<file path="config.mk">
export PLATFORM = sky130hd
export DESIGN_NAME = rbd_pair_stage
export DESIGN_NICKNAME = d
export VERILOG_FILES = /design/src/hdl/rbd_pkg.sv /design/src/hdl/rbd_pair_stage.sv
export SDC_FILE = /design/constraint.sdc
export NUM_CORES = 1
export LEC_CHECK = 0
export BUFFER_PORTS_ARGS = -buffer_cell sky130_fd_sc_hd__buf_2
export CORE_MARGIN = 1
export CORE_UTILIZATION = 48
export DETAILED_ROUTE_END_ITERATION = 16
export GPL_TIMING_DRIVEN = 0
export PLACE_DENSITY = 0.82
export SYNTH_ARGS = -nofsm -noshare
export SYNTH_HDL_FRONTEND = slang
export SYNTH_SLANG_ARGS = --single-unit
</file>
<file path="constraint.sdc">
create_clock -name clk -period 3.2 [get_ports clk]
set_input_delay 0.48 -clock clk [delete_from_list [all_inputs] [get_ports clk]]
set_output_delay 0.48 -clock clk [all_outputs]
set_load 0.05 [all_outputs]
</file>
<file path="src/hdl/rbd_pkg.sv">
// Package for the 2x2 RGBA box downsampler: pixel and pair-sum types,
// the pipeline stage record and the register index codes.
// No dependencies.
package rbd_pkg;

  localparam int CHAN_N          = 4;
  localparam int PIX_W           = 8;
  localparam int PAIR_W          = PIX_W + 1;
  localparam int QUAD_W          = PIX_W + 2;
  localparam int CFG_W           = 12;
  localparam int ROW_W           = 11;
  localparam int MAX_ROWS        = 2048;
  localparam int MAX_LINE_PIXELS_DEF = 2048;
  localparam int APB_ADDR_W      = 3;
  localparam int APB_DATA_W      = 32;

  // Register index, taken from paddr[2].
  localparam logic REG_FRAME_WIDTH  = 1'b0;
  localparam logic REG_FRAME_HEIGHT = 1'b1;

  localparam logic [CFG_W-1:0] FRAME_WIDTH_RST  = 12'd2048;
  localparam logic [CFG_W-1:0] FRAME_HEIGHT_RST = 12'd2048;

  typedef logic [CHAN_N-1:0][PIX_W-1:0]  pixel_t;
  typedef logic [CHAN_N-1:0][PAIR_W-1:0] pair_sum_t;

  // Bottom-pair record handed from the front stage to the output stage.
  typedef struct packed {
    logic      valid;
    pair_sum_t pair;
    logic      frame_end;
  } stage_t;

endpackage

</file>
<file path="src/hdl/rbd_pair_stage.sv">
// Front stage: column and row counters, the held left pixel, pair sums,
// line store access and the bottom-pair stage register. Depends on rbd_pkg.
module rbd_pair_stage #(
  parameter int MAX_LINE_PIXELS = rbd_pkg::MAX_LINE_PIXELS_DEF
) (
  input  logic                                     clk,
  input  logic                                     rst,
  input  logic [$clog2(MAX_LINE_PIXELS):0]         eff_width,
  input  logic [rbd_pkg::CFG_W-1:0]                eff_height,
  input  logic                                     in_valid,
  output logic                                     in_ready,
  input  rbd_pkg::pixel_t                          pixel,
  input  logic                                     take,
  output rbd_pkg::stage_t                          stage,
  output logic                                     mem_wr_en,
  output logic                                     mem_rd_en,
  output logic [$clog2(MAX_LINE_PIXELS/2)-1:0]     mem_addr,
  output rbd_pkg::pair_sum_t                       mem_wr_data
);
  import rbd_pkg::*;

  localparam int COL_W  = $clog2(MAX_LINE_PIXELS);
  localparam int CW     = COL_W + 1;
  localparam int ADDR_W = $clog2(MAX_LINE_PIXELS / 2);

  logic [COL_W-1:0] column_count;
  logic [COL_W-1:0] column_count_next;
  logic [ROW_W-1:0] row_count;
  logic [ROW_W-1:0] row_count_next;
  pixel_t           held_left_pixel;
  pair_sum_t        pair;
  logic [CW-1:0]    col_inc;
  logic [CFG_W-1:0] row_inc;
  logic             col_last;
  logic             row_last;
  logic             accept;
  logic             produce;
  stage_t           stage_next;

  assign in_ready = ~stage.valid | take;
  assign accept   = in_valid & in_ready;

  always_comb begin
    for (int k = 0; k < CHAN_N; k++) begin
      pair[k] = {1'b0, held_left_pixel[k]} + {1'b0, pixel[k]};
    end
  end

  assign col_inc  = {1'b0, column_count} + CW'(1);
  assign row_inc  = {1'b0, row_count} + CFG_W'(1);
  assign col_last = col_inc >= eff_width;
  assign row_last = row_inc >= eff_height;

  // Even rows store the pair sum; odd rows fetch the one stored above.
  assign produce     = accept & column_count[0] & row_count[0];
  assign mem_wr_en   = accept & column_count[0] & ~row_count[0];
  assign mem_rd_en   = produce;
  assign mem_addr    = column_count[ADDR_W:1];
  assign mem_wr_data = pair;

  always_comb begin
    column_count_next = column_count;
    row_count_next    = row_count;
    if (accept) begin
      if (col_last) begin
        column_count_next = '0;
        row_count_next    = row_last ? '0 : row_inc[ROW_W-1:0];
      end else begin
        column_count_next = col_inc[COL_W-1:0];
      end
    end
  end

  always_comb begin
    stage_next = stage;
    if (produce) begin
      stage_next.valid     = 1'b1;
      stage_next.pair      = pair;
      stage_next.frame_end = col_last & row_last;
    end else if (take) begin
      stage_next.valid = 1'b0;
    end
  end

  // Only the valid bit of the stage record needs a reset value.
  always_ff @(posedge clk) begin
    if (rst) begin
      column_count    <= '0;
      row_count       <= '0;
      held_left_pixel <= '0;
      stage.valid     <= 1'b0;
    end else begin
      column_count <= column_count_next;
      row_count    <= row_count_next;
      stage.valid  <= stage_next.valid;
      if (accept & ~column_count[0]) begin
        held_left_pixel <= pixel;
      end
    end
    stage.pair      <= stage_next.pair;
    stage.frame_end <= stage_next.frame_end;
  end

endmodule

</file>
==> metrics.cfg <==
[logic_synthesis]
synthCells = 571
synth-simple-area-share_pct = 16.8
synth_fa_ha_area_share_pct = 15.2
ys_seq_area_share_pct = 41.7
synth_xor_area_share_pct = 6.93
yosysUniqueCellTypes = 44
synth.top_cell.area_share_pct = 20.9
synth_compound_area_share_pct = 13.5
synth.avg_cell_area_sq_um = 9.29
ys_ff_latch = 92
async_flop_share_pct = 0
synth_top_area_cell = edfxtp_1
synthMuxAreaShare_pct = 0.283
synth_nets = 693
synth_enable_flop_cells = 37
ys_top_cells_by_area = edfxtp_1 (21%), dfxtp_1 (21%), ha_1 (14%)
yosysWarnings = 0
synthFlopType = dfxtp_1
netlist_area_sq_um = 5310
synth_top_family_by_area = simple AND/OR/NAND/NOR gates

[timing]
setup_slack_ps = 51.3
max_freq_mhz = 318
slew_viol_final = 0
tightest_slew_ps = 570
setup_violations = 0
relSlewSlack_pct = 62.0
whs_ps = 365
hold_violations = 0
finalCriticalPeriod_ps = 3150
finalCritPeriodShare_pct = 98.4
skew_ps = 12.0

[critical_path]
worstPathArrival_ps = 3400
endpoint_kind = flop
slowest_stage = or4_1
critPathBufInv = 2
path_cells = ha_2 > and3_4 > nand3_1 > xnor2_1 > ha_1 > nand2_1 > nor3_1 > or4_1 > buf_6 > nor2_4 > nor3_4 > buf_4 > mux2_4
r2r-start = column_count[0]$_SDFFE_PP0P_
reg2reg_slack_ps = 50
required_ps = 3460
ff2ff_path_depth = 13
cp_top_family = simple AND/OR/NAND/NOR gates
critPathMaxFanout = 8
r2r-end = row_count[0]$_SDFFE_PP0P_
critPathMaxStageDelay_ps = 540
startpoint_type = flop
cp-startpoint = column_count[0]$_SDFFE_PP0P_
crit_type = reg2reg

[global_routing]
gr-total-overflow = 0
grt_max_degree = 20
grt_pass1_wl_mm = 20.8
antenna_found_initial = 0
grt_pass1_vias = 4643
grt_usage_pct = 22.9

[routing]
drt.antenna.violating_nets = 0
viasPerCell = 5.37
first_pass_iters = 5
route.detailed.drc = 0
vias = 4743
wl_mm = 13.2
wl_per_cell_microns = 14.9
drt_iter0_drc = 211

[power_and_ir_drop]
p_leak_nw = 3.16
ir_worst_vdd_v = 0.000251
powerDensity_nw_per_um2 = 436
power_mw = 2.89

[layout]
antennaDiodeCount = 0
drive_above_1_share_pct = 28.7
fin_nets = 860
fill_cells = 885
final_util_pct = 61.4
syn2layout_area_growth_pct = 24.8

[worst_hold_path]
holdPathEnd = held_left_pixel[7]$_SDFFE_PP0P_
whs_path_depth = 3
min-delay-start = pixel[7]
hp-class = in2reg

[floorplan]
rows = 38
io_pins = 147
fp.dieH_microns = 107
die_area_sq_um = 11500
die_w_microns = 107
initial_core_util_pct = 49.2
core-area_sq_um = 10800

[clocking]
cts-root-buf = clkbuf_8
numCtsBuffers = 9
insertion_delay_ps = 360
htree_levels = 3
cts_buffer_depth = 2
clkTransAtPathRegs_ps = 100
cts.sinks = 92
cts_tree = done

[outcome]
status = finished, final reports clean

[place]
place.gp.congestion = 0.826
portBuffers = 145
dp_hpwl_mm = 9.47
place_ws_ps = -394

[job]
max_cap_violations = 0

power by group:
part	leakage, nW	internal (mW)	switching, mW
combinational	2.27	0.211	0.515
clock	0.110	0.446	0.442
sequential	0.782	1.26	0.0174
total	3.16	1.91	0.975
how the worst max path moves through the flow:
stage                                      endpoint  slack [ps]  cells after the start
final                     row_count[0]$_SDFFE_PP0P_          50                     13
after global routing      row_count[0]$_SDFFE_PP0P_         -20                     13
after CTS                 row_count[0]$_SDFFE_PP0P_           6                     13
after detailed placement  row_count[0]$_SDFFE_PP0P_        -390                     13
after global placement    row_count[0]$_SDFFE_PP0P_        -330                     14
after floorplan                     mem_wr_data[26]          50                      9
through the flow:
step,cells,TNS (ps),area (sq um)
6_report,883,0,6620
3_5_place_dp,856,-7120,6210
2_1_floorplan,571,0,5310
5_1_grt,883,-59.9,6620
3_3_place_gp,856,-6010,6210
4_1_cts,877,0,6520
state kept, by name (all words and copies together), names as in the netlist:
register,count
stage,38
held_left_pixel,32
column_count,11
row_count,11
what timing repair did:
| action | CTS | global route |
|---|---|---|
| gates cloned | 1 | 0 |
| pin swaps | 4 | 4 |
| hold buffers | 0 | 0 |
| setup endpoints to repair | 24 | 23 |
| resized for setup | 12 | 20 |
| setup buffers | 5 | 6 |
routing by layer:
metal / share of wire [%] / up-vias / track usage, % / routed length, microns
met3: 6.4 / 24 / 4.92 / 841
met1: 42 / 2226 / 27.2 / 5580
met2: 49 / 182 / 39.8 / 6510
li1: - / 2311 / - / -
met4: 1.8 / 0 / 9.69 / 240
met5: 0 / - / 0 / 0
tightest hold or removal path, stage by stage:
cell	delay (ps)
buf_2	110
nand2_1	50
a21oi_1	50
cells in the mapped netlist (2+ instances only):
library cell	number
o41ai_1	4
a32oi_1	3
o21a_1	2
clkbuf_1	15
nor3_4	2
xnor2_1	29
nor2b_1	13
dfxtp_1	55
a21oi_1	60
buf_4	12
a21o_1	8
o21ai_0	17
fa_1	4
o22ai_1	6
nand2_1	92
ha_1	58
edfxtp_1	37
xor2_1	13
nor2_1	26
and3_1	13
a22o_1	9
inv_1	39
nand3_1	17
o31ai_1	3
nor3_1	8
nand2b_1	8
cells by family after synthesis:
group                      count (synthesis)
DFF                                       92
AOI/OAI and AO/OA                        118
and+or+nand+nor                          189
xor gates and xnor gates                  42
adders and majority gates                 62
muxes                                      1
buffers and inverters                     67
layout make-up:
type                       count  area, sq um  share of cell area [%]
inverter                      39          146                    2.21
multi-input combinational    413         2890                    43.6
sequential                    92         2220                    33.6
clock inverter                 7         98.8                    1.49
tap                          140          175                    2.64
clock buffer                   9          124                    1.87
buffer                        27          155                    2.34
timing repair buffer         156          811                    12.2
layout by cell type (no fill, tap or decap), types with 3 or more instances in the layout:
master and count:
buf_2 144, nand2_1 92, a21oi_1 60, ha_1 56, dfxtp_1 49, inv_1 39
edfxtp_1 37, xnor2_1 28, nor2_1 25, buf_4 23, o21ai_0 16, nand3_1 15
clkbuf_1 13, xor2_1 13, nor2b_1 13, and3_1 10, a22o_1 9, clkbuf_8 9
nand2b_1 8, a21o_1 8, nor3_1 7, o22ai_1 5, o41ai_1 4, fa_1 4
dfxtp_2 4, and3_4 3, nor3_4 3, o31ai_1 3, a32oi_1 3
No activity file was read; power rests on OpenSTA's default activity.
