<file path="src/hdl/rbd_pkg.sv">
// Package for the 2x2 RGBA box downsampler: pixel and pair-sum types,
// the pipeline stage record and the register index codes.
// No dependencies.
package rbd_pkg;

  localparam int CHAN_N          = 4;
  localparam int PIX_W           = 8;
  localparam int PAIR_W          = PIX_W + 1;
  localparam int QUAD_W          = PIX_W + 2;
  localparam int CFG_W           = 12;
  localparam int ROW_W           = 11;
  localparam int MAX_ROWS        = 2048;
  localparam int MAX_LINE_PIXELS_DEF = 2048;
  localparam int APB_ADDR_W      = 3;
  localparam int APB_DATA_W      = 32;

  // Register index, taken from paddr[2].
  localparam logic REG_FRAME_WIDTH  = 1'b0;
  localparam logic REG_FRAME_HEIGHT = 1'b1;

  localparam logic [CFG_W-1:0] FRAME_WIDTH_RST  = 12'd2048;
  localparam logic [CFG_W-1:0] FRAME_HEIGHT_RST = 12'd2048;

  typedef logic [CHAN_N-1:0][PIX_W-1:0]  pixel_t;
  typedef logic [CHAN_N-1:0][PAIR_W-1:0] pair_sum_t;

  // Bottom-pair record handed from the front stage to the output stage.
  typedef struct packed {
    logic      valid;
    pair_sum_t pair;
    logic      frame_end;
  } stage_t;

endpackage

</file>
<file path="src/hdl/rbd_average_out.sv">
// Output stage: adds the stored top pair sum to the bottom pair sum,
// divides by four and holds the result item in the output register.
// Depends on rbd_pkg.
module rbd_average_out (
  input  logic               clk,
  input  logic               rst,
  input  rbd_pkg::stage_t    stage,
  input  rbd_pkg::pair_sum_t above,
  output logic               take,
  output logic               out_valid,
  input  logic               out_ready,
  output rbd_pkg::pixel_t    pixel_out,
  output logic               frame_end
);
  import rbd_pkg::*;

  logic              load;
  logic              out_valid_next;
  logic [QUAD_W-1:0] quad [CHAN_N];

  assign take = ~out_valid | out_ready;
  assign load = stage.valid & take;

  always_comb begin
    for (int k = 0; k < CHAN_N; k++) begin
      quad[k] = {1'b0, above[k]} + {1'b0, stage.pair[k]};
    end
  end

  always_comb begin
    if (load) begin
      out_valid_next = 1'b1;
    end else if (out_ready) begin
      out_valid_next = 1'b0;
    end else begin
      out_valid_next = out_valid;
    end
  end

  always_ff @(posedge clk) begin
    if (rst) begin
      out_valid <= 1'b0;
    end else begin
      out_valid <= out_valid_next;
    end
  end

  always_ff @(posedge clk) begin
    if (load) begin
      for (int k = 0; k < CHAN_N; k++) begin
        pixel_out[k] <= quad[k][QUAD_W-1:2];
      end
      frame_end <= stage.frame_end;
    end
  end

endmodule

</file>
<file path="config.mk">
export PLATFORM = sky130hd
export DESIGN_NAME = rbd_average_out
export DESIGN_NICKNAME = d
export VERILOG_FILES = /design/src/hdl/rbd_pkg.sv /design/src/hdl/rbd_average_out.sv
export SDC_FILE = /design/constraint.sdc
export NUM_CORES = 1
export LEC_CHECK = 0
export ABC_AREA = 1
export BUFFER_PORTS_ARGS = -buffer_cell sky130_fd_sc_hd__buf_2
export CAP_MARGIN = 20
export CORE_MARGIN = 4
export CORE_UTILIZATION = 48
export DETAILED_ROUTE_END_ITERATION = 8
export GPL_ROUTABILITY_DRIVEN = 1
export PLACE_DENSITY_LB_ADDON = 0.15
export SLEW_MARGIN = 5
export SYNTH_ARGS = -nofsm -noshare
export SYNTH_HDL_FRONTEND = slang
export SYNTH_SLANG_ARGS = --single-unit
</file>
<file path="constraint.sdc">
create_clock -name clk -period 5.15 [get_ports clk]
set_input_delay 0.2575 -clock clk [delete_from_list [all_inputs] [get_ports clk]]
set_output_delay 0.2575 -clock clk [all_outputs]
set_load 0.05 [all_outputs]
</file>
==> results.py, run 1 <==
metrics = {
    "synthesis": {
        "syn_inst": 333,
        "ys_types": 21,
        "synth_area_leaders": "edfxtp_1 (38%), nand2_1 (15%), ha_1 (15%)",
        "synth_area_um2": 2610,
        "yosys.area_share.adder_pct": 15.3,
        "synth_compound_area_share_pct": 5.89,
        "synthSimpleGateAreaFrac_pct": 27.0,
        "synth_area_leader_cell": "edfxtp_1",
        "yosysMostFrequentCell": "nand2_1",
        "synth_seq_cells": 34,
        "synth_fp_nets": 442,
        "avgSynthCellArea_um2": 7.85,
        "synth_ff_type": "edfxtp_1",
        "synth_top_family_by_area": "simple AND/OR/NAND/NOR gates",
        "synthMuxAreaShare_pct": 0,
        "async_flop_share_pct": 0,
        "yosysSeqAreaShare_pct": 38.7,
        "yosys_warnings": 0,
        "synthXorXnorAreaFrac_pct": 4.02,
        "ys_top_cells_by_count": "nand2_1 (107), inv_1 (56), edfxtp_1 (33)",
        "synth_edf_count": 33,
        "synth.top_cell.area_share_pct": 37.9,
    },
    "layout": {
        "fillers": 470,
        "fin_cells": 522,
        "drive_gt1_share_pct": 33.2,
        "diodes": 0,
        "area_growth_pct": 29.2,
        "multiInputGateArea_um2": 1380,
        "nets": 560,
        "final-seq-area_um2": 1010,
        "post-route-util_pct": 64.9,
    },
    "timing": {
        "clock.fmax_mhz": 643,
        "skew_ns": 0.00475,
        "tns_ns": 0,
        "hold_viol": 0,
        "slew_viol_final": 0,
        "relSlewSlack_pct": 31.1,
        "post-route-min-period_ns": 1.56,
        "final.setup.worst_slack_ns": 3.59,
        "rsz0062_at_grt": "no",
        "worst_pin_slew_ns": 1.03,
        "final.period_utilization_pct": 30.2,
        "finalSetupViolCount": 0,
    },
    "die": {
        "num_io_pins": 112,
        "placementRows": 26,
        "die_y_um": 81.8,
        "fp.dieArea_um2": 6690,
        "start_util_pct": 50.2,
        "core_area_um2": 5200,
        "die_width_um": 81.8,
    },
    "detailed_routing": {
        "routed_wl_um": 5420,
        "dr.pass1.iters": 6,
        "routed_via_density": 4.57,
        "antenna_left": 0,
        "first_iter_violations": 75,
        "routedWlPerCell_um": 10.4,
        "vias": 2388,
        "drcViolationCount": 0,
    },
    "clock_network": {
        "clock-sinks": 34,
        "cts_hold_buf": 0,
        "cts-root-buf": "clkbuf_8",
        "clock_latency_ns": 0.28,
        "numCtsBuffers": 5,
        "cts.repair.resized": 0,
        "tritoncts": "done",
        "postCtsSetupBuffers": 0,
        "clkTransAtPathRegs_ns": 0.06,
        "cts_max_path_buffers": 2,
        "htree_levels": 2,
    },
    "global_route": {
        "grtUsageTotal_pct": 17.0,
        "busiest_layer": "met2",
        "use_met1_pct": 18.5,
        "grt_max_degree": 34,
        "grtUsageMet2_pct": 30.6,
        "grt_antenna_before_repair": 0,
        "grt_pass1_wl_um": 8790,
        "grt_pass1_vias": 2175,
        "grt_util_met3_pct": 4.93,
        "overflow": 0,
    },
    "power": {
        "seq_power_share_pct": 37.7,
        "cellPowerDensity_nw_per_um2": 278,
        "ir_drop_v": 0.000130,
        "leakagePower_nw": 1.90,
        "swShare_pct": 36.4,
        "pwr-share-comb_pct": 37.1,
        "power.share.clock_pct": 25.2,
        "internal_power_mw": 0.597,
        "power_switching_mw": 0.342,
    },
    "worst_setup_path": {
        "reg2reg_setup_slack_ns": 3.59,
        "crit_path_max_incr_delay_ns": 0.81,
        "cp-startpoint": "out_valid",
        "r2r-start": "out_valid",
        "ff2ff_path_depth": 1,
        "cp_top_family": "compound AO/OA/AOI/OAI gates",
        "crit_arrival_ns": 1.46,
        "reg2reg_to": "pixel_out[8]",
        "crit_path_end_kind": "flip-flop",
        "path_cells": "a21oi_4",
        "startpoint_type": "flip-flop",
        "critPathCapture": "pixel_out[8]",
        "critPathMaxFanout": 33,
        "path_buf_inv": 0,
        "worstPathRequired_ns": 5.05,
        "crit_slowest_cell": "a21oi_4",
        "path_class": "reg -> reg",
        "cp.depth": 1,
    },
    "status": {
        "status": "finished, final reports clean",
    },
    "hold_path": {
        "hold_path.class": "in -> reg",
    },
    "place": {
        "dp_cells": 514,
        "place.gp.congestion": 0.871,
        "dp.final_hpwl_um": 4620,
        "port_buffers": 111,
        "pre_cts_slack_ns": 3.51,
    },
    "job": {
        "max-cap-violations": 0,
    },
}
==> cell usage in the layout, fill, tap and decap left out <==
cell       synthesis  final
buf_2              0    111
nand2_1          107    107
inv_1             56     56
edfxtp_1          33     33
ha_1              32     32
nand3_1           20     20
nand2_2           16     16
a21oi_1           15     14
xor2_1            12     12
nor2_1            11     11
inv_2              6      6
o21ai_1            6      6
clkbuf_8           0      5
nor2_2             4      4
nor3_1             3      3
o21ai_0            3      3
o21ai_2            2      2
nand4_1            2      2
clkinv_2           0      2
a21oi_4            0      1
o21bai_1           1      1
a21oi_2            1      1
nand3_2            1      1
clkinv_1           1      1
bufinv_16          0      1
dfxtp_1            1      1
==> state kept, by name, summed over array words and instances (netlist names) <==
| signal | count |
|---|---|
| frame_end | 1 |
| out_valid | 1 |
| pixel_out | 32 |
==> stage by stage <==
stage / hold slack [ns] / area, um2 / power, mW
floorplan: 0.327 / 2610 / 0.622
global placement: 0.432 / 3270 / 0.702
detailed placement: 0.438 / 3270 / 0.710
CTS: 0.136 / 3380 / 0.947
global route: 0.127 / 3380 / 1.00
finish: 0.137 / 3380 / 0.938
==> final cells by class <==
class | instances | area share (%)
Tap cell | 70 | 2.59
Sequential cell | 34 | 29.9
Clock buffer | 5 | 2.04
Clock inverter | 3 | 1.19
Timing Repair Buffer | 111 | 16.5
Inverter | 63 | 7.01
Multi-Input combinational cell | 236 | 40.8
==> power groups by stage <==
stage | clock network, mW | registers [mW] | logic (mW)
3_3_place_gp | 0 | 0.359 | 0.343
2_1_floorplan | 0 | 0.469 | 0.153
6_report | 0.236 | 0.354 | 0.349
5_1_grt | 0.257 | 0.357 | 0.387
4_1_cts | 0.242 | 0.354 | 0.351
3_5_place_dp | 0 | 0.360 | 0.350
==> cells by family (layout without fill, tap and decap cells) <==
group / Yosys count / in the layout
and+or+nand+nor: 164 / 164
buffers and inverters: 63 / 182
DFF: 34 / 34
adders and majority gates: 32 / 32
AOI/OAI and AO/OA: 28 / 28
xor gates and xnor gates: 12 / 12
==> per-layer routing <==
metal | vias up | part of all wire (%)
met5 | - | 0
met4 | 0 | 2.4
met3 | 9 | 8.7
met2 | 78 | 49
met1 | 997 | 40
li1 | 1304 | -
==> worst min-delay path by stage <==
stage | start | slack, ns | end | cells past startpoint
after global placement | rst | 0.43 | out_valid | 2
after floorplan | rst | 0.33 | out_valid | 1
after CTS | rst | 0.14 | out_valid | 2
after global routing | stage[0] | 0.13 | frame_end | 1
final | rst | 0.14 | out_valid | 2
after detailed placement | stage[0] | 0.44 | frame_end | 1
No activity file was read; power rests on OpenSTA's default activity.
==> run 2, diff against run 1 <==
CORE_UTILIZATION = 44   (was 48)
clock period = 1.4 ns   (was 5.15 ns; I/O delays follow)
==> run 2 against run 1 <==
  * Sequential power rose to 3.7 times the previous value
  * Register-to-register slack worse by 3.2 ns
  * Global-route usage decreased by 1.4 points
  * Cell area rose by 0.52%
  * Critical path depth up 1
  * Wire length up 1.3%
  * Worst setup slack got worse by 3.2 ns
  * Count of clock-buffer cells in the layout is 2 higher
  * Via count up 2.5%
  * Combinational power grew to 3.7 times the previous value
  * Critical endpoint is now take
  * Largest power group unchanged
==> results.py, run 2 (same netlist as run 1, synthesis figures left out) <==
metrics = {
    "status": {
        "status": "finished, final reports clean",
    },
    "worst_setup_path": {
        "path_class": "reg -> out",
        "cp_top_family": "flip-flops",
        "critPathMaxFanout": 3,
        "reg2reg_setup_slack_ns": 0.38,
        "r2r-start": "out_valid",
        "startpoint_type": "flip-flop",
        "path_buf_inv": 1,
        "crit_slowest_cell": "dfxtp_4",
        "reg2reg_to": "pixel_out[17]",
        "worstPathRequired_ns": 1.33,
        "path_cells": "nand2_1 -> buf_2",
        "ff2ff_path_depth": 2,
        "crit_path_max_incr_delay_ns": 0.35,
        "crit_path_end_kind": "primary output",
        "crit_arrival_ns": 0.96,
    },
    "place": {
        "dp.final_hpwl_um": 4650,
        "dp_cells": 517,
        "place.gp.congestion": 0.828,
        "port_buffers": 111,
    },
    "detailed_routing": {
        "first_iter_violations": 64,
        "dr.pass1.iters": 4,
        "vias": 2447,
        "antenna_left": 0,
        "routed_wl_um": 5490,
        "routedWlPerCell_um": 10.4,
        "routed_via_density": 4.64,
        "drcViolationCount": 0,
    },
    "timing": {
        "tns_ns": 0,
        "worst_pin_slew_ns": 0.273,
        "rsz0062_at_grt": "no",
        "final.period_utilization_pct": 73.9,
        "hold_viol": 0,
        "clock.fmax_mhz": 966,
        "slew_viol_final": 0,
        "relSlewSlack_pct": 81.9,
        "hold_slack_ns": 0.0991,
        "finalSetupViolCount": 0,
        "skew_ns": 0.0110,
        "post-route-min-period_ns": 1.03,
    },
    "power": {
        "internal_power_mw": 2.03,
        "ir_drop_v": 0.000433,
        "leakagePower_nw": 1.90,
        "power_switching_mw": 1.23,
        "swShare_pct": 37.9,
        "pwr-share-comb_pct": 39.7,
        "seq_power_share_pct": 39.9,
        "power.share.clock_pct": 20.3,
        "cellPowerDensity_nw_per_um2": 961,
    },
    "die": {
        "die_width_um": 85.1,
        "start_util_pct": 46.3,
        "core_area_um2": 5640,
        "die_y_um": 85.1,
        "placementRows": 27,
        "fp.dieArea_um2": 7230,
        "num_io_pins": 112,
    },
    "clock_network": {
        "clock_latency_ns": 0.28,
        "htree_levels": 2,
        "cts_max_path_buffers": 2,
        "cts-root-buf": "clkbuf_8",
        "tritoncts": "done",
        "clock-sinks": 34,
        "postCtsSetupBuffers": 0,
        "clkTransAtPathRegs_ns": 0.06,
        "numCtsBuffers": 5,
    },
    "layout": {
        "drive_gt1_share_pct": 32.7,
        "nets": 563,
        "diodes": 0,
        "area_growth_pct": 29.9,
        "fillers": 549,
        "regMostFlops": "pixel_out",
        "largest_reg_flops": 32,
        "layout_commonest_cell": "buf_2",
        "fin_cells": 527,
        "post-route-util_pct": 60.1,
        "reg.largest.list": "pixel_out (32), frame_end (1), out_valid (1)",
        "layout_common_cells": "buf_2 (111), nand2_1 (107), inv_1 (56)",
    },
    "hold_path": {
        "whs_endpoint": "out_valid",
        "hold_path.class": "in -> reg",
        "holdPathStages": 4,
        "hp-start": "out_ready",
    },
    "job": {
        "max-cap-violations": 0,
    },
    "global_route": {
        "grt_antenna_before_repair": 0,
        "grt_pass1_vias": 2293,
        "grtUsageTotal_pct": 15.6,
        "overflow": 0,
        "grt_pass1_wl_um": 9380,
        "grt_max_degree": 34,
    },
}
run 2: cell types whose count changed in the layout (fill, tap and decap cells not counted):
cell           previous run  this run
bufinv_16                 1         0
clkinv_1                  1         2
buf_12                    0         1
dfxtp_4                   0         1
clkinv_2                  2         0
dlygate4sd3_1             0         2
clkbuf_1                  0         2
dfxtp_1                   1         0
run 2: per-stage QoR:
| step | area (um2) | power (mW) | setup WS, ns |
|---|---|---|---|
| after floorplan | 2630 | 2.29 | -0.0128 |
| after global placement | 3290 | 2.60 | 0.108 |
| after detailed placement | 3290 | 2.62 | 0.0886 |
| after CTS | 3390 | 3.30 | 0.349 |
| after global routing | 3390 | 3.49 | 0.261 |
| final | 3390 | 3.26 | 0.365 |
run 2: worst max-delay path by stage:
stage                         start       endpoint  slack [ns]  cells after the start
after floorplan           out_valid      frame_end       -0.01                      1
after global placement    stage[30]  pixel_out[27]        0.11                      8
after detailed placement  stage[30]  pixel_out[27]        0.09                      8
after CTS                 out_valid           take        0.35                      2
after global routing      stage[30]  pixel_out[27]        0.26                      8
final                     out_valid           take        0.37                      2
run 2: layer usage:
layer  global-route usage (%)  vias up  part of all wire [%]  wire length, um
li1                         -     1309                     -                -
met1                     18.7     1048                    41             2280
met2                     26.6       80                    48             2660
met3                     3.98       10                   7.9              436
met4                     6.19        0                   2.1              117
met5                        0        -                     0                0
run 2: worst min-delay path: cells and delay by family:
kind / cells / cell delay [ns]
AND/OR/NAND/NOR: 1 / 0.08
AO/OA/AOI/OAI: 1 / 0.06
buffers and inverters: 2 / 0.13
run 2: repair_timing:
| action | 4_1_cts | 5_1_grt |
|---|---|---|
| hold endpoints to repair | 2 | 0 |
| hold buffers | 2 | 0 |
| resized for setup | 0 | 0 |
run 2: power groups by stage:
stage / sequential [mW] / combinational [mW] / clock (mW)
floorplan: 1.72 / 0.565 / 0
global placement: 1.32 / 1.28 / 0
detailed placement: 1.32 / 1.30 / 0
CTS: 1.31 / 1.31 / 0.691
global route: 1.31 / 1.44 / 0.740
finish: 1.30 / 1.30 / 0.664
run 2: layout make-up:
cell class | instances | area, um2 | area share, %
inverter | 63 | 236 | 6.97
sequential | 34 | 1010 | 29.9
timing repair buffer | 114 | 596 | 17.6
tap | 72 | 90.1 | 2.65
clock inverter | 1 | 3.75 | 0.111
multi-input combinational | 236 | 1380 | 40.6
clock buffer | 7 | 76.3 | 2.25
