$ cat src/hdl/rbd_pkg.sv
// Package for the 2x2 RGBA box downsampler: pixel and pair-sum types,
// the pipeline stage record and the register index codes.
// No dependencies.
package rbd_pkg;

  localparam int CHAN_N          = 4;
  localparam int PIX_W           = 8;
  localparam int PAIR_W          = PIX_W + 1;
  localparam int QUAD_W          = PIX_W + 2;
  localparam int CFG_W           = 12;
  localparam int ROW_W           = 11;
  localparam int MAX_ROWS        = 2048;
  localparam int MAX_LINE_PIXELS_DEF = 2048;
  localparam int APB_ADDR_W      = 3;
  localparam int APB_DATA_W      = 32;

  // Register index, taken from paddr[2].
  localparam logic REG_FRAME_WIDTH  = 1'b0;
  localparam logic REG_FRAME_HEIGHT = 1'b1;

  localparam logic [CFG_W-1:0] FRAME_WIDTH_RST  = 12'd2048;
  localparam logic [CFG_W-1:0] FRAME_HEIGHT_RST = 12'd2048;

  typedef logic [CHAN_N-1:0][PIX_W-1:0]  pixel_t;
  typedef logic [CHAN_N-1:0][PAIR_W-1:0] pair_sum_t;

  // Bottom-pair record handed from the front stage to the output stage.
  typedef struct packed {
    logic      valid;
    pair_sum_t pair;
    logic      frame_end;
  } stage_t;

endpackage

$ cat src/hdl/rbd_cfg.sv
// Configuration registers of the downsampler behind an APB-style port,
// plus the saturated, even-rounded frame limits. Depends on rbd_pkg.
module rbd_cfg #(
  parameter int MAX_LINE_PIXELS = rbd_pkg::MAX_LINE_PIXELS_DEF
) (
  input  logic                              clk,
  input  logic                              rst,
  input  logic                              psel,
  input  logic                              penable,
  input  logic                              pwrite,
  input  logic [rbd_pkg::APB_ADDR_W-1:0]    paddr,
  input  logic [rbd_pkg::APB_DATA_W-1:0]    pwdata,
  output logic [rbd_pkg::APB_DATA_W-1:0]    prdata,
  output logic                              pready,
  output logic [$clog2(MAX_LINE_PIXELS):0]  eff_width,
  output logic [rbd_pkg::CFG_W-1:0]         eff_height
);
  import rbd_pkg::*;

  localparam int CW    = $clog2(MAX_LINE_PIXELS) + 1;
  localparam int CMP_W = (CW > CFG_W) ? CW : CFG_W;
  localparam logic [CMP_W-1:0] W_LIM = CMP_W'(MAX_LINE_PIXELS & ~1);
  localparam logic [CFG_W-1:0] H_LIM = CFG_W'(MAX_ROWS);

  logic [CFG_W-1:0] frame_width;
  logic [CFG_W-1:0] frame_height;
  logic             wr;
  logic [CMP_W-1:0] w_even;
  logic [CMP_W-1:0] w_sat;
  logic [CFG_W-1:0] h_even;

  assign pready = 1'b1;
  assign wr     = psel & penable & pwrite & pready;

  always_ff @(posedge clk) begin
    if (rst) begin
      frame_width  <= FRAME_WIDTH_RST;
      frame_height <= FRAME_HEIGHT_RST;
    end else if (wr) begin
      case (paddr[2])
        REG_FRAME_WIDTH:  frame_width  <= pwdata[CFG_W-1:0];
        REG_FRAME_HEIGHT: frame_height <= pwdata[CFG_W-1:0];
        default:          ;
      endcase
    end
  end

  always_comb begin
    case (paddr[2])
      REG_FRAME_WIDTH:  prdata = {{(APB_DATA_W-CFG_W){1'b0}}, frame_width};
      REG_FRAME_HEIGHT: prdata = {{(APB_DATA_W-CFG_W){1'b0}}, frame_height};
      default:          prdata = '0;
    endcase
  end

  // Bit 0 is ignored, then the value is clamped to the supported range.
  always_comb begin
    w_even = CMP_W'({frame_width[CFG_W-1:1], 1'b0});
    if (w_even < CMP_W'(2))  w_sat = CMP_W'(2);
    else if (w_even > W_LIM) w_sat = W_LIM;
    else                     w_sat = w_even;
    eff_width = w_sat[CW-1:0];

    h_even = {frame_height[CFG_W-1:1], 1'b0};
    if (h_even < CFG_W'(2))  eff_height = CFG_W'(2);
    else if (h_even > H_LIM) eff_height = H_LIM;
    else                     eff_height = h_even;
  end

endmodule

$ cat config.mk
export PLATFORM = sky130hd
export DESIGN_NAME = rbd_cfg
export DESIGN_NICKNAME = d
export VERILOG_FILES = /design/src/hdl/rbd_pkg.sv /design/src/hdl/rbd_cfg.sv
export SDC_FILE = /design/constraint.sdc
export NUM_CORES = 1
export LEC_CHECK = 0
export BUFFER_PORTS_ARGS = -buffer_cell sky130_fd_sc_hd__buf_2
export CAP_MARGIN = 25
export CORE_MARGIN = 10
export CORE_UTILIZATION = 46
export DETAILED_ROUTE_END_ITERATION = 16
export GPL_TIMING_DRIVEN = 0
export PLACE_DENSITY = 0.84
export SLEW_MARGIN = 15
export SYNTH_ARGS = -nofsm -noshare
export SYNTH_HDL_FRONTEND = slang
export SYNTH_SLANG_ARGS = --single-unit
$ cat constraint.sdc
create_clock -name clk -period 1.65 [get_ports clk]
set_input_delay 0.165 -clock clk [delete_from_list [all_inputs] [get_ports clk]]
set_output_delay 0.165 -clock clk [all_outputs]
set_load 0.01 [all_outputs]
==> impl_metrics.env, run 1 <==
export IMPL_n_antenna_cell=0
export IMPL_finalMaxSlewViolations=0
export IMPL_max_cap_violations=0
export IMPL_path_buf_inv=1
export IMPL_fp_row_count=20
export IMPL_finalNetCount=281
export IMPL_cts_buffer_depth=2
export IMPL_crit_chain="nor4_1 > a32o_1 > buf_2"
export IMPL_fillCellCount=295
export IMPL_crit_required_ps=1480
export IMPL_async_flop_share=0
export IMPL_setup_viol=0
export IMPL_min_path_type="in -> reg"
export IMPL_yosys_top_cells_count="33 x nand2b_1, 25 x buf_4, 24 x dfxtp_1, 24 x mux2i_1, 18 x nor2b_1"
export IMPL_slowest_stage="dfxtp_1"
export IMPL_yosys_area_top_type="dfxtp_1"
export IMPL_power_density_nw_per_um2=573
export IMPL_antenna_found_initial=0
export IMPL_max_freq_mhz=636
export IMPL_cts_num_sinks=24
export IMPL_drc=0
export IMPL_cp_max_fo=4
export IMPL_cts_tree="done"
export IMPL_cts_setup_buffers=0
export IMPL_status="completed"
export IMPL_grt_max_degree=14
export IMPL_skew_ps=0
export IMPL_gr_total_overflow=0
export IMPL_drt_iter0_drc=73
export IMPL_wl_per_cell_um=14.0
export IMPL_synth_edf_count=0
export IMPL_cts_htree_levels=1
export IMPL_regToRegSetupSlack_ps=680
export IMPL_hold_viol=0
export IMPL_fin_crit_sh=0.953
export IMPL_finish_instance_area_um2=1970
export IMPL_min_period_ps=1570
export IMPL_setup_tns_ps=0
export IMPL_vias=1265
export IMPL_syn_to_final_growth_pct=27.4
export IMPL_gp_congestion=0.770
export IMPL_cp_end_kind="output pin"
export IMPL_synth_ff_latch_count=24
export IMPL_avgSynthCellArea_um2=9.35
export IMPL_grt_pass1_vias=1299
export IMPL_start_kind="flop"
export IMPL_grt_usage=0.128
export IMPL_yosysUniqueCellTypes=19
export IMPL_seq_area_frac_synth=0.311
export IMPL_ant_nets=0
export IMPL_coreArea_um2=3130
export IMPL_layout_drive_gt1_share=0.400
export IMPL_start_util=0.493
export IMPL_hpwl_mm=3.22
export IMPL_io_buffer_count=50
export IMPL_die_height_um=77.9
export IMPL_cp_slowest_stage_delay_ps=360
export IMPL_clkTransAtPathRegs_ps=130
export IMPL_post_dp_cell_area_um2=1930
export IMPL_hold_buffers=0
export IMPL_syn_area_um2=1540
export IMPL_grt_pass1_wl_mm=6.44
export IMPL_synthFlopType="dfxtp_1"
export IMPL_path_class="reg -> out"
export IMPL_cts_root_buf="clkbuf_4"
export IMPL_yosys_warnings=0
export IMPL_wl_mm=3.97
export IMPL_p_leak_nw=1.04
export IMPL_io_pins=97
export IMPL_dieArea_um2=6070
export IMPL_viasPerCell=4.45
export IMPL_cp_top_family="flip-flops"
export IMPL_synth_most_common_cell="nand2b_1"
export IMPL_place_ws_ps=346
export IMPL_ir_worst_vdd_mv=0.472
export IMPL_synth_area_leaders="dfxtp_1 31%, mux2i_1 16%, nand2b_1 13%"
export IMPL_firstDrtPassIters=4
export IMPL_clkLatencyLatePin_ps=310
export IMPL_cp_arrival_ps=1410
export IMPL_fin_ws_ps=77.7
export IMPL_rsz0062_at_grt="false"
export IMPL_synthCells=165
export IMPL_yosys_area_top_type_share=0.311
export IMPL_die_x_um=77.9
export IMPL_cts_buffers=3
## path summary, 6_finish.rpt
kind / startpoint / endpoint / depth (start not counted)
worst min register to register: frame_width[0] / frame_width[0] / 2
worst min-delay path: pwdata[9] / frame_height[9] / 3
worst max register to register: frame_height[11] / frame_height[11] / 3
worst max-delay path: frame_width[5] / eff_width[1] / 3
## per-layer routing
layer,global-route usage,wire length [um],vias up,part of all wire
li1,-,-,650,-
met1,0.156,1860,555,0.47
met2,0.198,1740,54,0.44
met3,0.0553,315,6,0.079
met4,0.0394,56,0,0.014
met5,0,0,-,0
## cell type report
class | count | area (um^2) | area share
inverters | 2 | 7.51 | 0.00382
plain buffers | 34 | 239 | 0.122
well taps | 44 | 55.1 | 0.0280
repair buffers | 50 | 250 | 0.127
flip-flops and latches | 24 | 480 | 0.244
multi-input cells | 126 | 897 | 0.456
clock buffers | 4 | 36.3 | 0.0185
## report_power, final
group	switching, W	leakage, nW	internal, W
combinational	0.000102	0.821	0.000109
clock	0.000178	0.0210	0.000135
sequential	0.0000120	0.194	0.000592
## worst reg2reg max path, cell delays in order (launching register included)
cell,delay [ps]
dfxtp_1,430
clkbuf_2,270
nor2_1,80
mux2i_1,130
## kinds of logic (layout without fill, tap and decap cells)
| kind of cell | after synthesis | in the layout | synth area share |
|---|---|---|---|
| buffers and inverters | 36 | 90 | 0.158 |
| DFF | 24 | 24 | 0.311 |
| AOI/OAI and AO/OA | 3 | 3 | 0.0162 |
| and+or+nand+nor | 65 | 65 | 0.273 |
| muxes | 35 | 35 | 0.236 |
| other | 2 | 23 | 0.00487 |
## per-stage QoR
stage               instances   util  hold WS [ps]  total power (W)
floorplan                 186      -           336         0.000767
global placement          280  0.616           429         0.000822
detailed placement        280  0.616           460         0.000824
CTS                       284  0.628           112          0.00113
global route              284  0.628           115          0.00118
finish                    284  0.628           114          0.00113
## state kept, by name (all words and copies together), names as in the netlist
register      count
frame_width      12
frame_height     12
## what timing repair did
| item | CTS | global route |
|---|---|---|
| endpoints found under the setup margin | 1 | 1 |
| resized for setup | 1 | 2 |
| cloned | 0 | 0 |
## placed cells by master, fill, tap and decap left out
master	instances
buf_2	50
nand2b_1	33
buf_4	25
mux2i_1	24
dfxtp_1	24
conb_1	23
nor2b_1	18
mux2_2	11
nor2_1	5
clkbuf_1	5
nor4_1	4
clkbuf_4	3
buf_6	2
clkbuf_2	2
inv_1	2
a32o_1	2
nand2_1	1
o21ai_0	1
and4_1	1
and4b_1	1
nand4b_4	1
nand4_2	1
clkbuf_8	1
(Power assumes the default switching activity.)
==> run 2, diff against run 1 <==
CORE_ASPECT_RATIO = 0.9   (was not set)
CORE_UTILIZATION = 40   (was 46)
PLACE_DENSITY = 0.75   (was 0.84)
REMOVE_ABC_BUFFERS = 1   (was not set)
==> run 2 against run 1 <==
Core utilization shrank 16 points. Clock power rose by 27%. Final cell count down 11%. Sequential power about the same. Wire length decreased by 6.6%. Largest power group unchanged.
==> impl_metrics.env, run 2 (synthesized netlist as in run 1, its figures left out) <==
export IMPL_ant_nets=0
export IMPL_layout_common_cells="51 x buf_2, 33 x nand2b_1, 24 x mux2i_1"
export IMPL_viasPerCell=4.46
export IMPL_firstDrtPassIters=4
export IMPL_cts_htree_levels=1
export IMPL_wl_per_cell_um=14.7
export IMPL_grt_pass1_wl_mm=5.99
export IMPL_comb_power_share=0.134
export IMPL_grt_pass1_vias=1179
export IMPL_gp_congestion=0.700
export IMPL_grt_max_degree=37
export IMPL_io_pins=97
export IMPL_pwr_share_seq=0.525
export IMPL_cp_top_family="simple AND/OR/NAND/NOR gates"
export IMPL_start_kind="flop"
export IMPL_fin_cells=253
export IMPL_drt_iter0_drc=60
export IMPL_gr_total_overflow=0
export IMPL_cp_end_kind="output pin"
export IMPL_wl_mm=3.71
export IMPL_skew_ps=0
export IMPL_cts_buffers=3
export IMPL_clkLatencyLatePin_ps=260
export IMPL_die_x_um=85.5
export IMPL_start_util=0.413
export IMPL_path_class="reg -> out"
export IMPL_hold_viol=0
export IMPL_cts_buffer_depth=2
export IMPL_cp_slowest_stage_delay_ps=440
export IMPL_status="completed"
export IMPL_power_frac_clock=0.342
export IMPL_top_regs="frame_height x12, frame_width x12"
export IMPL_max_cap_violations=0
export IMPL_dieArea_um2=6740
export IMPL_cts_root_buf="clkbuf_8"
export IMPL_slowest_stage="nor4_1"
export IMPL_fp_row_count=21
export IMPL_ir_worst_vdd_mv=0.402
export IMPL_cp_max_fo=4
export IMPL_grt_usage=0.107
export IMPL_crit_chain="nor4_1 > a32o_1 > buf_2"
export IMPL_cts_tree="done"
export IMPL_rsz0062_at_grt="false"
export IMPL_dp_cells=249
export IMPL_antenna_found_initial=0
export IMPL_io_buffer_count=51
export IMPL_crit_required_ps=1480
export IMPL_cts_num_sinks=24
export IMPL_drc=0
export IMPL_hpwl_mm=2.93
export IMPL_syn_to_final_growth_pct=13.7
export IMPL_min_period_ps=1590
export IMPL_fin_crit_sh=0.966
export IMPL_coreArea_um2=3730
export IMPL_setup_viol=0
export IMPL_layout_drive_gt1_share=0.333
export IMPL_die_height_um=78.9
export IMPL_final_common_cell="buf_2"
export IMPL_p_sw_w=0.000286
export IMPL_hold_buffers=0
export IMPL_switching_share=0.247
export IMPL_finalMaxSlewViolations=0
export IMPL_holdWs_ps=174
export IMPL_power_density_nw_per_um2=659
export IMPL_path_buf_inv=1
export IMPL_setup_tns_ps=0
export IMPL_min_path_type="in -> reg"
export IMPL_clkTransAtPathRegs_ps=80
export IMPL_internal_power_w=0.000871
export IMPL_n_antenna_cell=0
export IMPL_finalNetCount=248
export IMPL_max_freq_mhz=627
export IMPL_vias=1128
export IMPL_cts_setup_buffers=0
export IMPL_cp_arrival_ps=1430
export IMPL_p_leak_nw=0.887
## run 2: power by group through the flow
stage	sequential, W	clock (W)	combinational (W)
finish	0.000607	0.000395	0.000155
floorplan	0.000616	0	0.0000925
global route	0.000610	0.000441	0.000171
detailed placement	0.000620	0	0.000153
global placement	0.000620	0	0.000151
CTS	0.000607	0.000407	0.000154
## run 2: final timing paths
| path | from | depth (start not counted) | slack (ps) | endpoint |
|---|---|---|---|---|
| max | frame_width[5] | 3 | 60 | eff_width[1] |
| min | pwdata[11] | 3 | 170 | frame_height[11] |
| max reg2reg | frame_height[11] | 2 | 710 | frame_height[11] |
| min reg2reg | frame_height[0] | 2 | 480 | frame_height[0] |
## run 2: worst register-to-register path, delay by kind of cell (launching register included)
family        cells  cell delay [ps]
flops             1              640
mux               1              140
simple gates      1              100
## run 2: routing by layer
layer	vias to the layer above	global-route usage	part of all wire
li1	583	-	-
met1	493	0.130	0.45
met2	48	0.159	0.43
met3	4	0.0633	0.12
met4	0	0.0197	0.0065
met5	-	0	0
## run 2: what timing repair did
action	4_1_cts	5_1_grt
resized for setup	0	1
hold endpoints to repair	0	0
endpoints found under the setup margin	0	1
## run 2: per-stage QoR
stage | cell area [um^2] | util | power (W) | setup slack, ps
floorplan | 1390 | - | 0.000708 | 557
global placement | 1700 | 0.455 | 0.000771 | 351
detailed placement | 1700 | 0.455 | 0.000773 | 342
CTS | 1750 | 0.470 | 0.00117 | 43.6
global route | 1750 | 0.470 | 0.00122 | 6.35
finish | 1750 | 0.470 | 0.00116 | 55.9
## run 2: area by class of cell
class / count / area (um^2)
clock buffer: 4 / 55.1
inverter: 2 / 7.51
sequential: 24 / 482
tap: 46 / 57.6
multi-input combinational: 126 / 897
timing repair buffer: 51 / 255
fill: 384 / 1980
==> run 3, diff against run 2 <==
MAX_ROUTING_LAYER = met4   (was not set)
==> run 3 against run 2 <==
Setup slack better by 2.4 ps. Clock-buffer cell count stayed put. Critical path depth stayed put. Power is 0.11% lower. Sequential share of layout area stayed put. Non-clock buffer count stayed put. Sequential power hardly changed. Core utilization stayed put. Clock skew stayed put. Largest cell class unchanged. Critical endpoint unchanged. Via count is 0.18% higher. Wire length is 0.13% lower.
==> impl_metrics.env, run 3 (synthesized netlist as in run 1, its figures left out) <==
export IMPL_min_period_ps=1590
export IMPL_grt_usage=0.110
export IMPL_cp_startpoint="frame_width[5]"
export IMPL_cts_htree_levels=1
export IMPL_regToRegSetupSlack_ps=710
export IMPL_io_buffer_count=51
export IMPL_path_class="reg -> out"
export IMPL_cts_setup_buffers=0
export IMPL_skew_ps=0
export IMPL_cp_max_fo=4
export IMPL_hpwl_mm=2.93
export IMPL_status="completed"
export IMPL_vias=1130
export IMPL_min_path_type="in -> reg"
export IMPL_syn_to_final_growth_pct=13.7
export IMPL_drt_iter0_drc=60
export IMPL_ff2ff_path_depth=2
export IMPL_place_ws_ps=342
export IMPL_cp_slowest_stage_delay_ps=440
export IMPL_drc=0
export IMPL_cts_num_sinks=24
export IMPL_hold_viol=0
export IMPL_max_cap_violations=0
export IMPL_r2r_start="frame_height[11]"
export IMPL_cp_arrival_ps=1430
export IMPL_multiInputGateArea_um2=897
export IMPL_slowest_stage="nor4_1"
export IMPL_finalMaxSlewViolations=0
export IMPL_finalNetCount=248
export IMPL_setup_tns_ps=0
export IMPL_layout_common_cells="51 x buf_2, 33 x nand2b_1, 24 x mux2i_1"
export IMPL_regArea_um2=482
export IMPL_final_common_cell="buf_2"
export IMPL_start_util=0.413
export IMPL_fp_row_count=21
export IMPL_post_dp_cell_area_um2=1700
export IMPL_power_density_nw_per_um2=659
export IMPL_top_regs="frame_height x12, frame_width x12"
export IMPL_fin_crit_sh=0.965
export IMPL_cts_root_buf="clkbuf_8"
export IMPL_holdPathStages=3
export IMPL_die_x_um=85.5
export IMPL_firstDrtPassIters=4
export IMPL_cts_buffer_depth=2
export IMPL_max_freq_mhz=628
export IMPL_antenna_found_initial=0
export IMPL_hold_buffers=0
export IMPL_ir_worst_vdd_mv=0.399
export IMPL_io_pins=97
export IMPL_die_height_um=78.9
export IMPL_cp_end_kind="output pin"
export IMPL_crit_chain="nor4_1 > a32o_1 > buf_2"
export IMPL_p_leak_nw=0.887
export IMPL_fin_ws_ps=58.3
export IMPL_cts_resized=0
export IMPL_grt_pass1_wl_mm=5.98
export IMPL_layout_drive_gt1_share=0.333
export IMPL_fin_cells=253
export IMPL_grt_pass1_vias=1180
export IMPL_wl_per_cell_um=14.6
export IMPL_n_antenna_cell=0
export IMPL_wl_mm=3.71
export IMPL_dieArea_um2=6740
export IMPL_ant_nets=0
export IMPL_finish_instance_area_um2=1750
export IMPL_grt_max_degree=37
export IMPL_fillCellCount=384
export IMPL_gr_total_overflow=0
export IMPL_coreArea_um2=3730
export IMPL_clkTransAtPathRegs_ps=80
export IMPL_start_kind="flop"
export IMPL_setup_viol=0
export IMPL_crit_required_ps=1480
export IMPL_holdWs_ps=174
export IMPL_rsz0062_at_grt="false"
export IMPL_viasPerCell=4.47
export IMPL_hold_start="pwdata[11]"
export IMPL_cts_tree="done"
export IMPL_dp_cells=249
export IMPL_cts_buffers=3
export IMPL_gp_congestion=0.708
export IMPL_clkLatencyLatePin_ps=260
run 3: layer usage:
metal  share of wire  up-vias  GRT usage
met4          0.0046        0     0.0197
met5               0        -          -
met3            0.11        2     0.0571
met1            0.46      498      0.133
met2            0.43       46      0.159
li1                -      584          -
run 3: final cells by class:
class,count,area share
clock buffer,4,0.0314
timing repair buffer,51,0.146
sequential,24,0.275
multi-input combinational,126,0.511
inverter,2,0.00428
tap,46,0.0328
run 3: metrics by stage:
stage / power (W) / utilization
2_1_floorplan: 0.000708 / -
3_3_place_gp: 0.000771 / 0.455
3_5_place_dp: 0.000773 / 0.455
4_1_cts: 0.00117 / 0.470
5_1_grt: 0.00122 / 0.470
6_report: 0.00116 / 0.470
run 3: where the power goes:
group	switching [W]	internal [W]
sequential	0.0000150	0.000592
clock	0.000181	0.000213
combinational	0.0000885	0.0000663
run 3: critical path: cells and delay by family, from the launching register on:
kind	cells	cell delay (ps)
buffers and inverters	1	130
AND/OR/NAND/NOR	1	440
flip-flops	1	330
AO/OA/AOI/OAI	1	260
run 3: final timing paths:
path / endpoint
setup / recovery: eff_width[1]
hold / removal: frame_height[11]
setup reg to reg: frame_height[11]
hold reg to reg: frame_height[0]
